==> config.mk <==
export PLATFORM = sky130hd
export DESIGN_NAME = glyph_bitmap_to_pixel_expander_flat
export DESIGN_NICKNAME = d
export VERILOG_FILES = /design/src/design/gbpe_pkg.sv /design/src/design/gbpe_stream_if.sv /design/src/design/gbpe_front.sv /design/src/design/gbpe_fifo.sv /design/src/design/gbpe_back.sv /design/src/design/glyph_bitmap_to_pixel_expander.sv /design/src/flat_wrapper.sv
export SDC_FILE = /design/constraint.sdc
export NUM_CORES = 1
export LEC_CHECK = 0
export BUFFER_PORTS_ARGS = -buffer_cell sky130_fd_sc_hd__clkbuf_2
export CORE_MARGIN = 8
export CORE_UTILIZATION = 59
export DETAILED_ROUTE_END_ITERATION = 8
export GPL_ROUTABILITY_DRIVEN = 0
export PLACE_DENSITY = 0.76
export SKIP_LAST_GASP = 1
export SYNTH_ARGS = -nofsm -noshare
export SYNTH_HDL_FRONTEND = slang
export SYNTH_SLANG_ARGS = --single-unit
==> constraint.sdc <==
create_clock -name clk -period 3.5 [get_ports clk]
set_clock_uncertainty 0.1 [all_clocks]
set_input_delay 0.175 -clock clk [delete_from_list [all_inputs] [get_ports clk]]
set_output_delay 0.175 -clock clk [all_outputs]
set_load 0.05 [all_outputs]
==> src/design/gbpe_pkg.sv <==
`timescale 1ns / 1ps
// ----------------------------------------------------------------------------
// gbpe_pkg
// shared types and constants of the glyph bitmap to pixel expander
// ----------------------------------------------------------------------------
package gbpe_pkg;

	localparam int GEOM_W       = 7;
	localparam int COLOR_W      = 16;
	localparam int CFG_DATA_W   = 16;
	localparam int CFG_IDX_W    = 2;
	localparam int BYTE_W       = 8;
	localparam int CNT_W        = 3;
	localparam int QUEUE_DEPTH  = 2;

	localparam int WIDTH_RESET  = 17;
	localparam int HEIGHT_RESET = 24;
	localparam logic [COLOR_W-1:0] FORE_RESET = 16'hFFFF;
	localparam logic [COLOR_W-1:0] BACK_RESET = 16'h0000;

	typedef enum logic [CFG_IDX_W-1:0] {
		REG_GLYPH_WIDTH  = 2'd0,
		REG_GLYPH_HEIGHT = 2'd1,
		REG_FORE_COLOR   = 2'd2,
		REG_BACK_COLOR   = 2'd3
	} reg_idx_t;

	typedef struct packed {
		logic [BYTE_W-1:0] font_byte;
	} byte_item_t;

	typedef struct packed {
		logic [COLOR_W-1:0] px_rgb;
		logic               last_of_byte;
		logic               end_of_row;
		logic               end_of_glyph;
	} pixel_item_t;

	// classified byte: pixel count minus one plus row and glyph flags
	typedef struct packed {
		logic [BYTE_W-1:0] font_byte;
		logic [CNT_W-1:0]  cnt;
		logic              row_end;
		logic              glyph_end;
	} cmd_t;

	typedef struct packed {
		logic [COLOR_W-1:0] fore;
		logic [COLOR_W-1:0] back;
	} color_t;

endpackage

==> src/design/gbpe_stream_if.sv <==
`timescale 1ns / 1ps
// ----------------------------------------------------------------------------
// gbpe_stream_if
// valid/ready channel carrying one payload item per transfer
// ----------------------------------------------------------------------------
interface gbpe_stream_if #(
	parameter type payload_t = logic
) ();
	logic     valid;
	logic     ready;
	payload_t payload;

	modport source (output valid, output payload, input ready);
	modport sink (input valid, input payload, output ready);
endinterface

==> src/design/gbpe_front.sv <==
`timescale 1ns / 1ps
// ----------------------------------------------------------------------------
// gbpe_front
// configuration registers, row and glyph tracking, byte classification
// ----------------------------------------------------------------------------
module gbpe_front #(
	parameter int MAX_GLYPH_WIDTH  = 64,
	parameter int MAX_GLYPH_HEIGHT = 64
) (
	input  logic                            clk,
	input  logic                            arst_n,
	gbpe_stream_if.sink                     glyph,
	input  logic                            cfg_we,
	input  logic [gbpe_pkg::CFG_IDX_W-1:0]  cfg_idx,
	input  logic [gbpe_pkg::CFG_DATA_W-1:0] cfg_wdata,
	input  logic                            q_full,
	output logic                            q_push,
	output gbpe_pkg::cmd_t                  q_cmd,
	output gbpe_pkg::color_t                colors
);
	localparam int LW = $clog2(MAX_GLYPH_WIDTH + 1);
	localparam int LH = $clog2(MAX_GLYPH_HEIGHT + 1);
	localparam int RW = $clog2(MAX_GLYPH_HEIGHT);
	localparam int RST_W = (gbpe_pkg::WIDTH_RESET > MAX_GLYPH_WIDTH) ?
		MAX_GLYPH_WIDTH : gbpe_pkg::WIDTH_RESET;

	logic [gbpe_pkg::GEOM_W-1:0]  width_q;
	logic [gbpe_pkg::GEOM_W-1:0]  height_q;
	logic [gbpe_pkg::COLOR_W-1:0] fore_q;
	logic [gbpe_pkg::COLOR_W-1:0] back_q;
	logic [LW-1:0]                left_q;
	logic [RW-1:0]                row_q;

	logic [LW-1:0] w_eff;
	logic [LH-1:0] h_eff;
	logic [LH-1:0] h_last;
	logic [LW-1:0] left_m1;
	logic          left_gt8;
	logic          row_ends;
	logic          glyph_ends;
	logic          restart;
	logic          accept;
	gbpe_pkg::reg_idx_t idx;

	// effective geometry with saturation
	always_comb begin
		if (width_q == '0)
			w_eff = LW'(1);
		else if (width_q > gbpe_pkg::GEOM_W'(MAX_GLYPH_WIDTH))
			w_eff = LW'(MAX_GLYPH_WIDTH);
		else
			w_eff = width_q[LW-1:0];
		if (height_q == '0)
			h_eff = LH'(1);
		else if (height_q > gbpe_pkg::GEOM_W'(MAX_GLYPH_HEIGHT))
			h_eff = LH'(MAX_GLYPH_HEIGHT);
		else
			h_eff = height_q[LH-1:0];
	end

	assign h_last     = h_eff - LH'(1);
	assign left_m1    = left_q - LW'(1);
	assign left_gt8   = left_q > LW'(8);
	assign row_ends   = !left_gt8;
	assign glyph_ends = row_ends && (LH'(row_q) == h_last);

	assign glyph.ready = !q_full;
	assign accept      = glyph.valid && !q_full;
	assign q_push      = accept;

	assign q_cmd.font_byte = glyph.payload.font_byte;
	assign q_cmd.cnt       = left_gt8 ? gbpe_pkg::CNT_W'(7) : left_m1[gbpe_pkg::CNT_W-1:0];
	assign q_cmd.row_end   = row_ends;
	assign q_cmd.glyph_end = glyph_ends;

	assign colors.fore = fore_q;
	assign colors.back = back_q;

	assign idx     = gbpe_pkg::reg_idx_t'(cfg_idx);
	assign restart = cfg_we && (idx == gbpe_pkg::REG_GLYPH_WIDTH ||
		idx == gbpe_pkg::REG_GLYPH_HEIGHT);

	always_ff @(posedge clk or negedge arst_n) begin
		if (!arst_n) begin
			width_q  <= gbpe_pkg::GEOM_W'(gbpe_pkg::WIDTH_RESET);
			height_q <= gbpe_pkg::GEOM_W'(gbpe_pkg::HEIGHT_RESET);
			fore_q   <= gbpe_pkg::FORE_RESET;
			back_q   <= gbpe_pkg::BACK_RESET;
		end else if (cfg_we) begin
			unique case (idx)
				gbpe_pkg::REG_GLYPH_WIDTH:  width_q  <= cfg_wdata[gbpe_pkg::GEOM_W-1:0];
				gbpe_pkg::REG_GLYPH_HEIGHT: height_q <= cfg_wdata[gbpe_pkg::GEOM_W-1:0];
				gbpe_pkg::REG_FORE_COLOR:   fore_q   <= cfg_wdata;
				gbpe_pkg::REG_BACK_COLOR:   back_q   <= cfg_wdata;
				default: ;
			endcase
		end
	end

	// position tracking, geometry writes restart the glyph
	always_ff @(posedge clk or negedge arst_n) begin
		if (!arst_n) begin
			left_q <= LW'(RST_W);
			row_q  <= '0;
		end else if (restart) begin
			if (idx == gbpe_pkg::REG_GLYPH_WIDTH) begin
				if (cfg_wdata[gbpe_pkg::GEOM_W-1:0] == '0)
					left_q <= LW'(1);
				else if (cfg_wdata[gbpe_pkg::GEOM_W-1:0] >
						gbpe_pkg::GEOM_W'(MAX_GLYPH_WIDTH))
					left_q <= LW'(MAX_GLYPH_WIDTH);
				else
					left_q <= cfg_wdata[LW-1:0];
			end else begin
				left_q <= w_eff;
			end
			row_q <= '0;
		end else if (accept) begin
			if (row_ends) begin
				left_q <= w_eff;
				row_q  <= glyph_ends ? '0 : row_q + RW'(1);
			end else begin
				left_q <= left_q - LW'(8);
			end
		end
	end
endmodule

==> src/design/gbpe_fifo.sv <==
`timescale 1ns / 1ps
// ----------------------------------------------------------------------------
// gbpe_fifo
// short command queue between the classifier and the pixel serializer
// ----------------------------------------------------------------------------
module gbpe_fifo (
	input  logic           clk,
	input  logic           arst_n,
	input  logic           push,
	input  gbpe_pkg::cmd_t push_cmd,
	output logic           full,
	output logic           valid,
	output gbpe_pkg::cmd_t head,
	input  logic           pop
);
	localparam int DEPTH = gbpe_pkg::QUEUE_DEPTH;
	localparam int PW    = (DEPTH > 1) ? $clog2(DEPTH) : 1;
	localparam int CW    = $clog2(DEPTH + 1);

	gbpe_pkg::cmd_t mem_q [DEPTH];
	logic [PW-1:0]  wr_ptr_q;
	logic [PW-1:0]  rd_ptr_q;
	logic [CW-1:0]  count_q;
	logic           do_push;
	logic           do_pop;

	assign full    = count_q == CW'(DEPTH);
	assign valid   = count_q != '0;
	assign head    = mem_q[rd_ptr_q];
	assign do_push = push && !full;
	assign do_pop  = pop && valid;

	always_ff @(posedge clk) begin
		if (do_push)
			mem_q[wr_ptr_q] <= push_cmd;
	end

	always_ff @(posedge clk or negedge arst_n) begin
		if (!arst_n) begin
			wr_ptr_q <= '0;
			rd_ptr_q <= '0;
			count_q  <= '0;
		end else begin
			if (do_push)
				wr_ptr_q <= (wr_ptr_q == PW'(DEPTH - 1)) ? '0 : wr_ptr_q + PW'(1);
			if (do_pop)
				rd_ptr_q <= (rd_ptr_q == PW'(DEPTH - 1)) ? '0 : rd_ptr_q + PW'(1);
			if (do_push && !do_pop)
				count_q <= count_q + CW'(1);
			else if (do_pop && !do_push)
				count_q <= count_q - CW'(1);
		end
	end
endmodule

==> src/design/gbpe_back.sv <==
`timescale 1ns / 1ps
// ----------------------------------------------------------------------------
// gbpe_back
// pixel serializer, one pixel per cycle to a registered output unless stalled
// ----------------------------------------------------------------------------
module gbpe_back (
	input  logic             clk,
	input  logic             arst_n,
	input  logic             q_valid,
	input  gbpe_pkg::cmd_t   q_head,
	output logic             q_pop,
	input  gbpe_pkg::color_t colors,
	gbpe_stream_if.source    pixel
);
	logic                       busy_q;
	logic [gbpe_pkg::BYTE_W-1:0] bits_q;
	logic [gbpe_pkg::CNT_W-1:0]  cnt_q;
	logic                       row_end_q;
	logic                       glyph_end_q;
	logic                       out_valid_q;
	gbpe_pkg::pixel_item_t      out_q;

	logic out_free;
	logic emit;
	logic last;
	logic load;

	assign out_free = !out_valid_q || pixel.ready;
	assign emit     = busy_q && out_free;
	assign last     = cnt_q == '0;
	assign load     = q_valid && (!busy_q || (emit && last));
	assign q_pop    = load;

	assign pixel.valid   = out_valid_q;
	assign pixel.payload = out_q;

	always_ff @(posedge clk or negedge arst_n) begin
		if (!arst_n) begin
			busy_q      <= 1'b0;
			out_valid_q <= 1'b0;
		end else begin
			if (load)
				busy_q <= 1'b1;
			else if (emit && last)
				busy_q <= 1'b0;
			if (emit)
				out_valid_q <= 1'b1;
			else if (pixel.ready)
				out_valid_q <= 1'b0;
		end
	end

	always_ff @(posedge clk) begin
		if (load) begin
			bits_q      <= q_head.font_byte;
			cnt_q       <= q_head.cnt;
			row_end_q   <= q_head.row_end;
			glyph_end_q <= q_head.glyph_end;
		end else if (emit) begin
			bits_q <= {bits_q[gbpe_pkg::BYTE_W-2:0], 1'b0};
			cnt_q  <= cnt_q - gbpe_pkg::CNT_W'(1);
		end
		if (emit) begin
			out_q.px_rgb       <= bits_q[gbpe_pkg::BYTE_W-1] ? colors.fore : colors.back;
			out_q.last_of_byte <= last;
			out_q.end_of_row   <= last && row_end_q;
			out_q.end_of_glyph <= last && glyph_end_q;
		end
	end
endmodule

==> src/design/glyph_bitmap_to_pixel_expander.sv <==
`timescale 1ns / 1ps
// ----------------------------------------------------------------------------
// glyph_bitmap_to_pixel_expander
// expands 1bpp glyph bitmap bytes into RGB565 pixels with position flags
// ----------------------------------------------------------------------------
//  channel  dir  payload                                              per transfer
//  glyph    in   font_byte                                            one byte
//  pixel    out  px_rgb last_of_byte end_of_row end_of_glyph          one pixel
//  cfg      in   cfg_we cfg_idx cfg_wdata                             one register
//
//  a byte gives 1 to 8 pixels, one per cycle from the output register while
//  pixel.ready does not hold it
//  bytes enter one per cycle while the two-entry queue has room
//  asynchronous reset clears control state; no clearing pass
//  pixel.ready low holds the output register, the queue fills, glyph.ready drops
// ----------------------------------------------------------------------------
module glyph_bitmap_to_pixel_expander #(
	parameter int MAX_GLYPH_WIDTH  = 64,
	parameter int MAX_GLYPH_HEIGHT = 64
) (
	input  logic                            clk,
	input  logic                            arst_n,
	gbpe_stream_if.sink                     glyph,
	gbpe_stream_if.source                   pixel,
	input  logic                            cfg_we,
	input  logic [gbpe_pkg::CFG_IDX_W-1:0]  cfg_idx,
	input  logic [gbpe_pkg::CFG_DATA_W-1:0] cfg_wdata
);
	logic             q_push;
	logic             q_full;
	logic             q_valid;
	logic             q_pop;
	gbpe_pkg::cmd_t   push_cmd;
	gbpe_pkg::cmd_t   head_cmd;
	gbpe_pkg::color_t colors;

	gbpe_front #(
		.MAX_GLYPH_WIDTH  (MAX_GLYPH_WIDTH),
		.MAX_GLYPH_HEIGHT (MAX_GLYPH_HEIGHT)
	) u_front (
		.clk       (clk),
		.arst_n    (arst_n),
		.glyph     (glyph),
		.cfg_we    (cfg_we),
		.cfg_idx   (cfg_idx),
		.cfg_wdata (cfg_wdata),
		.q_full    (q_full),
		.q_push    (q_push),
		.q_cmd     (push_cmd),
		.colors    (colors)
	);

	gbpe_fifo u_fifo (
		.clk      (clk),
		.arst_n   (arst_n),
		.push     (q_push),
		.push_cmd (push_cmd),
		.full     (q_full),
		.valid    (q_valid),
		.head     (head_cmd),
		.pop      (q_pop)
	);

	gbpe_back u_back (
		.clk     (clk),
		.arst_n  (arst_n),
		.q_valid (q_valid),
		.q_head  (head_cmd),
		.q_pop   (q_pop),
		.colors  (colors),
		.pixel   (pixel)
	);
endmodule

==> src/flat_wrapper.sv <==
// flat-port wrapper written by rule: the top's interface ports become plain ports
module glyph_bitmap_to_pixel_expander_flat 
#(
	parameter int MAX_GLYPH_WIDTH  = 64,
	parameter int MAX_GLYPH_HEIGHT = 64
)
  (clk, arst_n, cfg_we, cfg_idx, cfg_wdata, glyph_valid, glyph_payload, glyph_ready, pixel_valid, pixel_payload, pixel_ready);
  gbpe_stream_if #(.payload_t(gbpe_pkg::byte_item_t)) glyph_i ();
  gbpe_stream_if #(.payload_t(gbpe_pkg::pixel_item_t)) pixel_i ();
  input  logic clk;
  input  logic arst_n;
  input  logic cfg_we;
  input  logic [gbpe_pkg::CFG_IDX_W-1:0] cfg_idx;
  input  logic [gbpe_pkg::CFG_DATA_W-1:0] cfg_wdata;
  input wire logic [$bits(glyph_i.valid)-1:0] glyph_valid;
  input wire logic [$bits(glyph_i.payload)-1:0] glyph_payload;
  output wire logic [$bits(glyph_i.ready)-1:0] glyph_ready;
  output wire logic [$bits(pixel_i.valid)-1:0] pixel_valid;
  output wire logic [$bits(pixel_i.payload)-1:0] pixel_payload;
  input wire logic [$bits(pixel_i.ready)-1:0] pixel_ready;
  assign glyph_i.valid = glyph_valid;
  assign glyph_i.payload = glyph_payload;
  assign glyph_ready = glyph_i.ready;
  assign pixel_valid = pixel_i.valid;
  assign pixel_payload = pixel_i.payload;
  assign pixel_i.ready = pixel_ready;
  glyph_bitmap_to_pixel_expander #(.MAX_GLYPH_WIDTH(MAX_GLYPH_WIDTH), .MAX_GLYPH_HEIGHT(MAX_GLYPH_HEIGHT)) u_core (.clk(clk), .arst_n(arst_n), .glyph(glyph_i), .pixel(pixel_i), .cfg_we(cfg_we), .cfg_idx(cfg_idx), .cfg_wdata(cfg_wdata));
endmodule
# Word-level counts from Yosys, hierarchy flattened
# Memories as Yosys holds them, arrays and structs flattened.
# Cells that the tools add are included.
[totals] mem_count=1 latchBits=0 wordCells=106 register_bits=97 romBits=0 ram_bits=26
[op_classes] magnitude_cmp=4 n_div=0 muxes=30 n_bitwise=0 n_eq_ne=6 n_mul=0 n_addsub=9 reduce_logical=37 shifts=0
[mem_list] memory="u_core.u_fifo.mem_q" words=2 word_bits=13 read_ports=1 rd_clocked_by_memory_dff=0 wr=1 line="gbpe_fifo.sv:20" text="gbpe_pkg::cmd_t mem_q [DEPTH];"
[op_table] operator="2-to-1 mux 7 bit" n=10
[op_table] operator="2-to-1 mux 6 bit" n=4
[op_table] operator="> comparator 7 bit, second input constant" n=3
[op_table] operator="zero test 7 bit" n=3
[op_table] operator="2-to-1 mux 16 bit" n=1
[op_table] operator="2-to-1 mux 8 bit" n=2
[op_table] operator="logical AND 1 bit" n=12
[op_table] operator="nonzero test 2 bit" n=6
[op_table] operator="AND reduction 2 bit" n=5
[op_table] operator="2-to-1 mux 3 bit" n=3
[op_table] operator="2-to-1 mux 1 bit" n=8
[op_table] operator="equality test 6 x 7 -> 1 bit" n=1
[op_table] operator="> comparator 7 x 4 -> 1 bit, second input constant" n=1
[op_table] operator="subtractor 7 x 1 -> 7 bit, second input constant" n=1
[op_table] operator="subtractor 7 x 4 -> 7 bit, second input constant" n=1
[op_table] operator="adder 6 x 1 -> 6 bit, second input constant" n=1
[op_table] operator="equality test 2 bit, second input constant" n=3
[op_table] operator="zero test 1 bit" n=6
[op_table] operator="subtractor 3 x 1 -> 3 bit, second input constant" n=2
[op_table] operator="2-to-1 mux 2 bit" n=2
[op_table] operator="zero test 3 bit" n=1
[op_table] operator="logical OR 1 bit" n=3
[op_table] operator="adder 1 bit, second input constant" n=2
[op_table] operator="adder 2 x 1 -> 2 bit, second input constant" n=1
[op_table] operator="other kinds (4)" n=4

# Longest topological paths before layout
# Gate-level depths: netlist of run 1.
[depth] depth_word=10 depth_mapped=11

# Hierarchy
# From an unflattened synthesis of run 1, not the netlist that was laid out.
[unflattened] cells_unflattened=427 area_unflattened_um2=5649.2
[by_module_without_submodules] mod="gbpe_front" seq_area_each_um2=1503.9 n_inst=1 cells_per_inst=262 area_each_um2=2972.9
[by_module_without_submodules] mod="gbpe_back" seq_area_each_um2=1011.0 n_inst=1 cells_per_inst=106 area_each_um2=1535.2
[by_module_without_submodules] mod="gbpe_fifo" seq_area_each_um2=880.8 n_inst=1 cells_per_inst=59 area_each_um2=1141.1

# Least setup slack after synthesis of run 1
# Ideal clock, no wire load.
[synth_path] path_type="reg-to-reg" start="register u_core.u_front.height_q[1] (netlist bit)" end="register u_core.u_front.row_q[2]" required_ns=3.251 period_less_slack_ns=2.516 t_arrival_ns=2.267 path_slack_ns=0.984 n_path_buf=0 path_stages_with_launch=11 cell_sequence="dfrtp_1 > nor3_1 > a21oi_1 > or2_2 > ha_1 > xor2_1 > o31ai_1 > a31oi_1 > nand2_1 > a2111oi_4 > a211oi_1"
[synth_lines] item="start: declaration" line="gbpe_front.sv:28" text="logic [gbpe_pkg::GEOM_W-1:0] height_q;"
[synth_lines] item="start signal: assignment" line="gbpe_front.sv:86" text="height_q <= gbpe_pkg::GEOM_W'(gbpe_pkg::HEIGHT_RESET);"
[synth_lines] item="start signal: assignment" line="gbpe_front.sv:92" text="gbpe_pkg::REG_GLYPH_HEIGHT: height_q <= cfg_wdata[gbpe_pkg::GEOM_W-1:0];"
[synth_lines] item="end signal: assignment" line="gbpe_front.sv:121" text="row_q <= glyph_ends ? '0 : row_q + RW'(1);"
[synth_lines] item="end: declaration" line="gbpe_front.sv:32" text="logic [RW-1:0] row_q;"

==> results of run 1 <==
cells by family (layout without fill, tap and decap cells):
kind of cell,count (synthesis),after routing
simple gates,98,98
xor+xnor,11,11
buf+inv,29,126
fa+ha+maj,7,7
compound gates,67,67
mux,73,73
flops,123,123
stage by stage:
| step | utilization (%) | std cells | cell area [um^2] |
|---|---|---|---|
| finish | 72.65 | 616 | 6618 |
| global route | 72.65 | 616 | 6618 |
| CTS | 72.65 | 616 | 6618 |
| detailed placement | 63.72 | 557 | 5804 |
| global placement | 63.72 | 557 | 5804 |
| floorplan | - | 408 | 5440 |
registers in the layout (all words and copies together) (netlist names), 7 cells and up:
| signal | flops |
|---|---|
| u_core.u_fifo.mem_q | 26 |
| u_core.u_back.pixel.payload | 19 |
| u_core.u_front.back_q | 16 |
| u_core.u_front.fore_q | 16 |
| u_core.u_back.bits_q | 8 |
| u_core.u_front.height_q | 7 |
| u_core.u_front.left_q | 7 |
| u_core.u_front.width_q | 7 |
power groups by stage:
stage          clock [mW]  combinational, mW  sequential [mW]
2_1_floorplan           0              0.844             2.39
3_3_place_gp            0               1.22             2.29
3_5_place_dp            0               1.26             2.31
4_1_cts              1.60               1.29             2.29
5_1_grt              1.66               1.41             2.33
6_report             1.57               1.28             2.29
path summary, 6_finish.rpt:
path | from | end | slack (ns) | depth (start not counted)
worst max-delay path | u_core.u_front.height_q[1]$_DFFE_PN0P_ | u_core.u_front.row_q[5]$_DFFE_PN0P_ | 0.67 | 10
worst min-delay path | cfg_we | u_core.u_front.left_q[4]$_DFFE_PN1P_ | 0.07 | 4
worst max register to register | u_core.u_front.height_q[1]$_DFFE_PN0P_ | u_core.u_front.row_q[5]$_DFFE_PN0P_ | 0.67 | 10
worst min register to register | u_core.u_front.fore_q[6]$_DFFE_PN1P_ | u_core.u_front.fore_q[6]$_DFFE_PN1P_ | 0.39 | 2
max in group asynchronous | arst_n | u_core.u_front.left_q[0]$_DFFE_PN1P_ | 2.17 | 3
min in group asynchronous | arst_n | u_core.u_front.back_q[1]$_DFFE_PN0P_ | 0.14 | 2
synth_stat cells, types with 2 or more instances:
cell type	n
nor3_1	6
a211oi_1	7
or4_1	2
a31oi_1	6
and2_1	4
or2_2	3
xor2_1	5
inv_1	10
ha_1	7
nor2b_1	5
nand2b_1	10
nor3b_1	4
and4b_1	2
nand3_1	7
mux2_2	61
clkbuf_1	17
o22ai_1	2
dfrtp_1	43
nand2_1	26
xnor2_1	6
a21oi_1	12
dfstp_2	22
mux2i_1	12
nor2_1	21
o21ai_0	23
edfxtp_1	58
and3_1	4
area by class of cell:
class / instances / area share (%)
repair buffers: 83 / 8.508
flip-flops and latches: 123 / 51.31
well taps: 111 / 2.099
clock inverters: 13 / 1.683
inverters: 11 / 0.6239
clock buffers: 19 / 6.523
multi-input cells: 256 / 29.25
timing repair:
action	in CTS	in global routing
endpoints found under the hold margin	85	0
hold buffers	27	0
gates resized for setup	0	0
worst max-delay path, delay by kind of cell (launching register included):
kind / cells / cell delay, ns
compound gates: 5 / 1.09
simple gates: 3 / 0.61
flops: 1 / 0.42
fa+ha+maj: 1 / 0.30
xor+xnor: 1 / 0.15
routing by layer:
metal	vias up	wire (um)	part of all wire (%)	track usage, %
li1	1675	-	-	-
met1	1704	4588	44	21.32
met2	70	5312	51	29.64
met3	15	452	4.3	5.368
met4	0	142	1.4	6.385
met5	-	0	0	0
placed cells by master, fill, tap and decap left out, types with 2 or more instances in the layout:
cell / n
a211oi_1: 7
a21oi_1: 12
a31oi_1: 6
and2_1: 4
and3_1: 4
and4b_1: 2
buf_4: 5
clkbuf_16: 16
clkbuf_2: 51
clkbuf_8: 2
clkinv_4: 5
clkinvlp_4: 2
dfrtp_1: 43
dfstp_2: 22
dlygate4sd3_1: 27
edfxtp_1: 58
ha_1: 7
inv_1: 10
inv_6: 4
mux2_2: 61
mux2i_1: 12
nand2_1: 26
nand2b_1: 10
nand3_1: 7
nor2_1: 21
nor2b_1: 5
nor3_1: 6
nor3b_1: 4
o21ai_0: 23
o22ai_1: 2
or2_2: 3
or4_1: 2
xnor2_1: 6
xor2_1: 5
==> PnR_summary.wiki, run 1 <==
{| class="wikitable"
! Metric !! Value
|-
| Synthesized area || 0.005440 mm^2
|-
| Area of the die || 0.01255 mm^2
|-
| Clock latency of the later-clocked register in the worst-skew pair || 0.51 ns
|-
| CTS max path bufs || 2
|-
| Capturing element type of the critical path || flop
|-
| Post-Syn Instances || 408
|-
| Critical path fanouts, max || 8
|-
| Initial cell density of the core || 59.73%
|-
| Post-synthesis share of cell area spent on xor and xnor gates || 1.771%
|-
| Setup CP Type || flop to flop
|-
| Final critical delay including setup and external delays || 2.830 ns
|-
| Synthesized area per cell || roughly 13 um^2
|-
| Sequential share of power || 44.5%
|-
| Final hold viol count || 0
|-
| Via count || 3464
|-
| Cell type contributing the most total cell area after synthesis || edfxtp_1
|-
| Hold WC Path Type || primary input to flop
|-
| Adder-cell area share of the yosys netlist || 1.610%
|-
| Dpl ws || 0.7073 ns
|-
| Total nets after synthesis || 446
|-
| Most used DFF post-synth || edfxtp_1
|-
| Status || completed
|-
| Synthesis-to-layout area growth || 21.64%
|-
| Area occupied by multi-input gates || 0.001936 mm^2
|-
| Detailed-placement wirelength estimate || 6756 um
|-
| Count of warnings emitted by yosys || 0
|-
| Vertical die dimension || 112.0 um
|-
| Final-layout setup total negative slack || 0 ns
|-
| Clock input transition at the sequential cells of the worst setup and hold paths || 0.06 ns
|-
| Global-route wire length before repair || around 18000 um
|-
| # fillers || 609
|-
| Clock root buffer || clkbuf_8
|-
| Register area share after synthesis || between 60% and 70%
|-
| Die width || approximately 110 um
|-
| TritonCTS clock tree || done
|-
| Number of setup buffers added after CTS || 0
|-
| Number of antenna violations at the first check in global routing || 0
|-
| Average routed wire per standard cell || 17.04 um
|-
| Critical-path top delay cell || a2111oi_4
|-
| Logic gate share of total power || 24.9%
|-
| Overall routing resource usage || 17.72%
|-
| DRC marker count from the first detailed-route iteration || 148
|-
| Clk network pwr share || between 30% and 40%
|-
| Switching power || 1.682 mW
|-
| Number of nets with antenna violations after routing || 0
|-
| Slew Limit Fails || 0
|-
| Pin count of the biggest net entering global routing || 39
|-
| Simple logic cell fraction of the synthesized area || 9.246%
|-
| Slew at the pin closest to its max-slew limit || 0.8959 ns
|-
| Fraction of layout cells with a size suffix above 1 || 34.85%
|-
| Area contributors post-synth || edfxtp_1 (32%), dfrtp_1 (20%), mux2_2 (13%), dfstp_2 (11%), mux2i_1 (2.2%)
|-
| Floorplan Core Area || 0.009109 mm^2
|-
| Longest individual stage delay on the worst path || 0.60 ns
|-
| Area of all sequential standard cells || 0.003396 mm^2
|-
| #FFs+latches synth || 123
|-
| Avg Vias per Cell || 5.623
|-
| # nets final || 530
|-
| Power Density || 776.4 mW/mm^2
|-
| Launching element type of the critical path || flop
|-
| Total CTS buffers || 17
|-
| Complex-gate fraction of the synthesized area || 8.119%
|-
| Detailed-routing iteration count for the pre-antenna-repair pass || 4
|-
| Internal cell power || 3.457 mW
|-
| Async set-reset flop share out of synthesis || 52.85%
|-
| Post-route fraction of the period consumed by the critical path || between 80% and 90%
|-
| Sinks on Clock Net || 123
|-
| Max Fclk || 353.3 MHz
|-
| Top cell type's share of synthesized area || between 30% and 40%
|-
| Main combinational cell family by area after synthesis || multiplexers
|-
| Via count of the first global-routing pass || 3547
|-
| Fin Hold WS || 0.06714 ns
|-
| Multiplexer area fraction after synthesis || 14.83%
|-
| CP required || 3.76 ns
|-
| Total setup violations reported at the end of the flow || 0
|-
| Row count || 35
|-
| Number of flops mapped to enable cells by yosys || 58
|-
| RSZ-0062 raised after global routing || no
|-
| Worst rel slew slack || 40.10%
|-
| List of cells traversed by the critical path || nor3_1, a21oi_1, or2_2, ha_1, xor2_1, o31ai_1, a31oi_1, nand2_1, a2111oi_4, a211oi_1
|-
| Number of remaining DRC errors || 0
|-
| Top Ports || 52
|-
| Port Buf Inserts || 51
|-
| Post-route setup slack || 0.6696 ns
|-
| Number of violations of the max-capacitance limit || 0
|-
| Switching part of the total power || 32.73%
|-
| Worst path arrival time || 3.09 ns
|-
| IR Drop Worst-Case VDD || 419.1 uV
|-
| Antenna diode count || 0
|-
| Overflow after GRT || 0
|-
| Leakage || 2.673 nW
|-
| Distinct cell type count of the synthesized netlist || 50
|-
| Total power after layout || roughly 5.1 mW
|-
| Htree depth || 4
|-
| Total Wirelength || roughly 10000 um
|}
No activity file was read; power rests on OpenSTA's default activity.
==> inputs of run 2 (changes only) <==
==> constraint.sdc (replaced) <==
create_clock -name clk -period 2.9 [get_ports clk]
set_clock_uncertainty 0.1 [all_clocks]
set_input_delay 0.145 -clock clk [delete_from_list [all_inputs] [get_ports clk]]
set_output_delay 0.145 -clock clk [all_outputs]
set_load 0.05 [all_outputs]
==> PnR_summary.wiki, run 2 (synthesis results as in run 1) <==
{| class="wikitable"
! Metric !! Value
|-
| Total Wirelength || 10640 um (was 10500 um)
|-
| Post-route cell area || 0.006693 mm^2 (was 0.006618 mm^2)
|-
| Clock root buffer || clkbuf_8 (unchanged)
|-
| Row count || 35 (unchanged)
|-
| Via count || 3468 (was 3464)
|-
| Final-layout setup total negative slack || 0 ns (unchanged)
|-
| Number of cells upsized or downsized after cts || 0 (unchanged)
|-
| Number of antenna violations at the first check in global routing || 0 (unchanged)
|-
| Final core area utilization || 73.48% (was 72.65%)
|-
| Area after DPL || 0.005812 mm^2 (was 0.005804 mm^2)
|-
| TritonCTS clock tree || done (unchanged)
|-
| RSZ-0062 raised after global routing || no (unchanged)
|-
| Total CTS buffers || 17 (unchanged)
|-
| Initial cell density of the core || 59.73% (unchanged)
|-
| Slew Limit Fails || 0 (unchanged)
|-
| Via count of the first global-routing pass || 3612 (was 3547)
|-
| Total power after layout || 6.452 mW (was 5.138 mW)
|-
| Worst rel slew slack || 36.62% (was 40.10%)
|-
| Top Ports || 52 (unchanged)
|-
| Number of violations of the max-capacitance limit || 0 (unchanged)
|-
| Area occupied by multi-input gates || 0.001936 mm^2 (unchanged)
|-
| Setup CP Type || flop to flop (unchanged)
|-
| Status || completed (unchanged)
|-
| Launching element type of the critical path || flop (unchanged)
|-
| Total setup violations reported at the end of the flow || 0 (unchanged)
|-
| Post-route fraction of the period consumed by the critical path || 91.85% (was 80.87%)
|-
| CP required || 3.16 ns (was 3.76 ns)
|-
| Commonest non-fill, non-tap cell in the layout || mux2_2 (unchanged)
|-
| Antenna diode count || 0 (unchanged)
|-
| Average routed wire per standard cell || 17.22 um (was 17.04 um)
|-
| CTS max path bufs || 2 (unchanged)
|-
| Global-route wire length before repair || 17800 um (was 17520 um)
|-
| Detailed-placement wirelength estimate || 6549 um (was 6756 um)
|-
| Area of all sequential standard cells || 0.003396 mm^2 (unchanged)
|-
| Highest-count cells in the layout ignoring fill and taps || mux2_2 (61), edfxtp_1 (58), clkbuf_2 (51), dfrtp_1 (43), dlygate4sd3_1 (27) (unchanged)
|-
| Register containing the most flip-flops in the final layout || u_core.u_fifo.mem_q (unchanged)
|-
| Number of remaining DRC errors || 0 (unchanged)
|-
| Final critical delay including setup and external delays || 2.664 ns (was 2.830 ns)
|-
| Critical path fanouts, max || 8 (unchanged)
|-
| Floorplan Core Area || 0.009109 mm^2 (unchanged)
|-
| IR Drop Worst-Case VDD || 522.9 uV (was 419.1 uV)
|-
| Final hold viol count || 0 (unchanged)
|-
| Sinks on Clock Net || 123 (unchanged)
|-
| Pin count of the biggest net entering global routing || 66 (was 39)
|-
| Die width || 112.0 um (unchanged)
|-
| Max Fclk || 375.4 MHz (was 353.3 MHz)
|-
| Detailed-routing iteration count for the pre-antenna-repair pass || 4 (unchanged)
|-
| Power Density || 964.0 mW/mm^2 (was 776.4 mW/mm^2)
|-
| Area of the die || 0.01255 mm^2 (unchanged)
|-
| Clock latency of the later-clocked register in the worst-skew pair || 0.51 ns (about the same)
|-
| Leakage || 2.712 nW (was 2.673 nW)
|-
| Overflow after GRT || 0 (unchanged)
|-
| Worst path arrival time || 2.92 ns (was 3.09 ns)
|-
| Port Buf Inserts || 51 (unchanged)
|-
| Synthesis-to-layout area growth || 23.02% (was 21.64%)
|-
| Htree depth || 4 (unchanged)
|-
| Fraction of layout cells with a size suffix above 1 || 34.71% (was 34.85%)
|-
| Slew at the pin closest to its max-slew limit || 0.9473 ns (was 0.8959 ns)
|-
| Overall routing resource usage || 17.92% (was 17.72%)
|-
| Number of nets with antenna violations after routing || 0 (unchanged)
|-
| DRC marker count from the first detailed-route iteration || 263 (was 148)
|-
| Flip-flop count of the largest register, all copies and words added || 26 (unchanged)
|-
| Clock input transition at the sequential cells of the worst setup and hold paths || 0.06 ns (about the same)
|-
| Capturing element type of the critical path || flop (unchanged)
|-
| # nets final || 532 (was 530)
|-
| # fillers || 577 (was 609)
|-
| Vertical die dimension || 112.0 um (unchanged)
|-
| Avg Vias per Cell || 5.612 (was 5.623)
|-
| Hold WC Path Type || primary input to flop (unchanged)
|}
[run 2: critical path: stages, from the launching register on]
cell	delay [ns]
dfrtp_1	0.43
nor3_1	0.20
a21oi_1	0.11
or2_2	0.28
ha_1	0.32
xor2_1	0.16
o31ai_1	0.08
a31oi_1	0.17
nand2_1	0.11
a2111oi_4	0.26
buf_4	0.21
a211oi_1	0.09
[run 2: path summary, 6_finish.rpt]
kind / cells after the start / slack (ns) / startpoint / end
min reg2reg: 2 / 0.38 / u_core.u_front.back_q[6]$_DFFE_PN0P_ / u_core.u_front.back_q[6]$_DFFE_PN0P_
min in group asynchronous: 3 / 0.26 / arst_n / u_core.u_front.back_q[2]$_DFFE_PN0P_
max in group asynchronous: 3 / 1.89 / arst_n / u_core.u_back.pixel.valid$_DFFE_PN0P_
min: 3 / 0.04 / glyph_valid / u_core.u_fifo.wr_ptr_q$_DFFE_PN0P_
max reg2reg: 11 / 0.24 / u_core.u_front.height_q[1]$_DFFE_PN0P_ / u_core.u_front.row_q[2]$_DFFE_PN0P_
max: 11 / 0.24 / u_core.u_front.height_q[1]$_DFFE_PN0P_ / u_core.u_front.row_q[2]$_DFFE_PN0P_
[run 2: per-stage QoR]
step / std cells / worst slack, ns / hold WS (ns)
2_1_floorplan: 408 / 0.3841 / -0.2506
3_3_place_gp: 558 / 0.2063 / 0.2345
3_5_place_dp: 558 / 0.09978 / 0.2388
4_1_cts: 617 / 0.07226 / 0.01046
5_1_grt: 618 / 0.08759 / 0.07072
6_report: 618 / 0.2364 / 0.03620
[run 2: cell type report]
type                       instances  area share (%)
clock buffer                      22           6.936
timing repair buffer              85           8.637
clock inverter                    10           2.075
tap                              111           2.075
inverter                          11          0.6169
sequential                       123           50.74
multi-input combinational        256           28.92
[run 2: power breakdown]
part / switching (mW) / internal [mW] / leakage, nW
Clock: 0.741 / 1.38 / 0.291
Sequential: 0.335 / 2.42 / 1.30
Combinational: 0.912 / 0.657 / 1.13
Total: 1.99 / 4.46 / 2.71
[run 2: timing repair]
item / 4_1_cts / 5_1_grt
buffers inserted: 0 / 1
endpoints found under the setup margin: 0 / 8
hold buffers: 27 / 0
endpoints found under the hold margin: 110 / 0
[run 2: layer usage]
metal	part of all wire, %	GRT usage, %	up-vias
met5	0	0	-
met3	4.4	4.992	16
met2	51	30.13	74
li1	-	-	1677
met4	1.0	6.745	0
met1	43	21.59	1701
==> inputs of run 3 (changes only) <==
--- a/config.mk
+++ b/config.mk
@@ -10,6 +10,7 @@
 export CORE_UTILIZATION = 59
 export DETAILED_ROUTE_END_ITERATION = 8
 export GPL_ROUTABILITY_DRIVEN = 0
+export MAX_ROUTING_LAYER = met4
 export PLACE_DENSITY = 0.76
 export SKIP_LAST_GASP = 1
 export SYNTH_ARGS = -nofsm -noshare
==> PnR_summary.wiki, run 3 (synthesis results as in run 1) <==
{| class="wikitable"
! Metric !! Value
|-
| Internal cell power || 4.464 mW (about the same)
|-
| DRC marker count from the first detailed-route iteration || 291 (was 263)
|-
| RSZ-0062 raised after global routing || no (unchanged)
|-
| Fraction of layout cells with a size suffix above 1 || 34.71% (unchanged)
|-
| Total Wirelength || 10640 um (about the same)
|-
| Sinks on Clock Net || 123 (unchanged)
|-
| Overflow after GRT || 0 (unchanged)
|-
| Switching power || 1.992 mW (was 1.987 mW)
|-
| Launching element type of the critical path || flop (unchanged)
|-
| Overall routing resource usage || 18.41% (was 17.92%)
|-
| Floorplan Core Area || 0.009109 mm^2 (unchanged)
|-
| Post-route fraction of the period consumed by the critical path || 91.80% (was 91.85%)
|-
| Worst rel slew slack || 37.62% (was 36.62%)
|-
| Logic gate share of total power || 24.3% (about the same)
|-
| Clock latency of the later-clocked register in the worst-skew pair || 0.51 ns (about the same)
|-
| Detailed-routing iteration count for the pre-antenna-repair pass || 4 (unchanged)
|-
| Switching part of the total power || 30.85% (was 30.80%)
|-
| Number of cells upsized or downsized after cts || 0 (unchanged)
|-
| CP required || 3.16 ns (about the same)
|-
| Avg Vias per Cell || 5.608 (was 5.612)
|-
| Final hold viol count || 0 (unchanged)
|-
| Hold WC Path Type || primary input to flop (unchanged)
|-
| Htree depth || 4 (unchanged)
|-
| Slew Limit Fails || 0 (unchanged)
|-
| IR Drop Worst-Case VDD || 525.4 uV (was 522.9 uV)
|-
| Via count || 3466 (was 3468)
|-
| Cells on Worst Hold Path || 3 (unchanged)
|-
| Detailed-placement wirelength estimate || 6549 um (unchanged)
|-
| Status || completed (unchanged)
|-
| Leakage || 2.712 nW (unchanged)
|-
| Number of violations of the max-capacitance limit || 0 (unchanged)
|-
| TritonCTS clock tree || done (unchanged)
|-
| Final-layout setup total negative slack || 0 ns (unchanged)
|-
| Clock input transition at the sequential cells of the worst setup and hold paths || 0.05 ns (was 0.06 ns)
|-
| Clk network pwr share || 32.9% (about the same)
|-
| Highest-count cells in the layout ignoring fill and taps || mux2_2 (61), edfxtp_1 (58), clkbuf_2 (51), dfrtp_1 (43), dlygate4sd3_1 (27) (unchanged)
|-
| Synthesis-to-layout area growth || 23.02% (unchanged)
|-
| # nets final || 532 (unchanged)
|-
| Register containing the most flip-flops in the final layout || u_core.u_fifo.mem_q (unchanged)
|-
| Total CTS buffers || 17 (unchanged)
|-
| Total setup violations reported at the end of the flow || 0 (unchanged)
|-
| Hold Path Origin || glyph_valid (unchanged)
|-
| Capturing element type of the critical path || flop (unchanged)
|-
| Worst Reg-to-Reg Cells || 11 (unchanged)
|-
| Port Buf Inserts || 51 (unchanged)
|-
| Worst path arrival time || 2.92 ns (about the same)
|-
| Top Ports || 52 (unchanged)
|-
| Hold Path End || u_core.u_fifo.wr_ptr_q$_DFFE_PN0P_ (unchanged)
|-
| Final critical delay including setup and external delays || 2.662 ns (was 2.664 ns)
|-
| Number of nets with antenna violations after routing || 0 (unchanged)
|-
| Commonest non-fill, non-tap cell in the layout || mux2_2 (unchanged)
|-
| Average routed wire per standard cell || 17.22 um (about the same)
|-
| Pin count of the biggest net entering global routing || 66 (unchanged)
|-
| Vertical die dimension || 112.0 um (unchanged)
|-
| Antenna diode count || 0 (unchanged)
|-
| Power Density || 964.6 mW/mm^2 (was 964.0 mW/mm^2)
|-
| Sequential share of power || 42.8% (was 42.7%)
|-
| Via count of the first global-routing pass || 3611 (was 3612)
|-
| Die width || 112.0 um (unchanged)
|-
| Setup CP Type || flop to flop (unchanged)
|-
| Number of remaining DRC errors || 0 (unchanged)
|-
| Number of antenna violations at the first check in global routing || 0 (unchanged)
|-
| Flip-flop count of the largest register, all copies and words added || 26 (unchanged)
|-
| Global-route wire length before repair || 17790 um (was 17800 um)
|-
| Post-route cell area || 0.006693 mm^2 (unchanged)
|-
| FF-to-FF Start || u_core.u_front.height_q[1]$_DFFE_PN0P_ (unchanged)
|-
| Slew at the pin closest to its max-slew limit || 0.9323 ns (was 0.9473 ns)
|-
| Clock root buffer || clkbuf_8 (unchanged)
|-
| Area after DPL || 0.005812 mm^2 (unchanged)
|-
| Row count || 35 (unchanged)
|-
| Initial cell density of the core || 59.73% (unchanged)
|-
| Endpoint of the most critical register-to-register path || u_core.u_front.row_q[2]$_DFFE_PN0P_ (unchanged)
|-
| Area of the die || 0.01255 mm^2 (unchanged)
|-
| Max Fclk || 375.6 MHz (was 375.4 MHz)
|-
| R2R setup slack || 0.24 ns (about the same)
|-
| Critical path fanouts, max || 8 (unchanged)
|-
| CTS max path bufs || 2 (unchanged)
|}
[run 3: cell type report]
class	instances	area (um^2)
clock buffers	22	464.2
clock inverters	10	138.9
fillers	577	2416
inverters	11	41.29
multi-input cells	256	1936
flip-flops and latches	123	3396
well taps	111	138.9
repair buffers	85	578.1
[run 3: how the worst max path moves through the flow]
stage / startpoint / to / cells after the start
after floorplan: u_core.u_front.height_q[1]$_DFFE_PN0P_ / u_core.u_front.row_q[2]$_DFFE_PN0P_ / 10
after CTS: u_core.u_front.height_q[1]$_DFFE_PN0P_ / u_core.u_front.row_q[2]$_DFFE_PN0P_ / 10
after global placement: u_core.u_front.height_q[1]$_DFFE_PN0P_ / u_core.u_front.row_q[5]$_DFFE_PN0P_ / 10
after detailed placement: u_core.u_front.height_q[1]$_DFFE_PN0P_ / u_core.u_front.row_q[5]$_DFFE_PN0P_ / 10
after global routing: u_core.u_front.height_q[1]$_DFFE_PN0P_ / u_core.u_front.row_q[2]$_DFFE_PN0P_ / 11
final: u_core.u_front.height_q[1]$_DFFE_PN0P_ / u_core.u_front.row_q[2]$_DFFE_PN0P_ / 11
[run 3: metrics by stage]
step	hold slack, ns	power (mW)	cells	worst slack [ns]	utilization [%]
after floorplan	-0.2506	3.903	408	0.3841	-
after global placement	0.2345	4.233	558	0.2063	63.80
after detailed placement	0.2388	4.300	558	0.09978	63.80
after CTS	0.01046	6.484	617	0.07226	73.39
after global routing	0.07072	6.772	618	0.08772	73.48
final	0.04617	6.456	618	0.2379	73.48
[run 3: power by group through the flow]
| stage | Clock (mW) | Sequential, mW | Combinational [mW] |
|---|---|---|---|
| floorplan | 0 | 2.88 | 1.02 |
| global placement | 0 | 2.76 | 1.48 |
| detailed placement | 0 | 2.78 | 1.52 |
| CTS | 2.14 | 2.76 | 1.58 |
| global route | 2.23 | 2.82 | 1.72 |
| finish | 2.13 | 2.76 | 1.57 |
[run 3: what timing repair did]
| item | CTS | global route |
|---|---|---|
| hold buffers | 27 | 0 |
| setup endpoints to repair | 0 | 8 |
| hold endpoints to repair | 110 | 0 |
| buffers inserted | 0 | 1 |
[run 3: layer usage]
| layer | share of wire, % | routed length (um) | up-vias | track usage, % |
|---|---|---|---|---|
| li1 | - | - | 1677 | - |
| met1 | 43 | 4571 | 1689 | 21.66 |
| met2 | 51 | 5456 | 89 | 30.09 |
| met3 | 4.9 | 522 | 11 | 4.831 |
| met4 | 0.86 | 92 | 0 | 6.745 |
| met5 | 0 | 0 | - | - |
[run 3: worst max-delay path, stage by stage (launching register included)]
cell	delay [ns]
dfrtp_1	0.43
nor3_1	0.20
a21oi_1	0.11
or2_2	0.28
ha_1	0.32
xor2_1	0.16
o31ai_1	0.08
a31oi_1	0.17
nand2_1	0.11
a2111oi_4	0.26
buf_4	0.21
a211oi_1	0.09
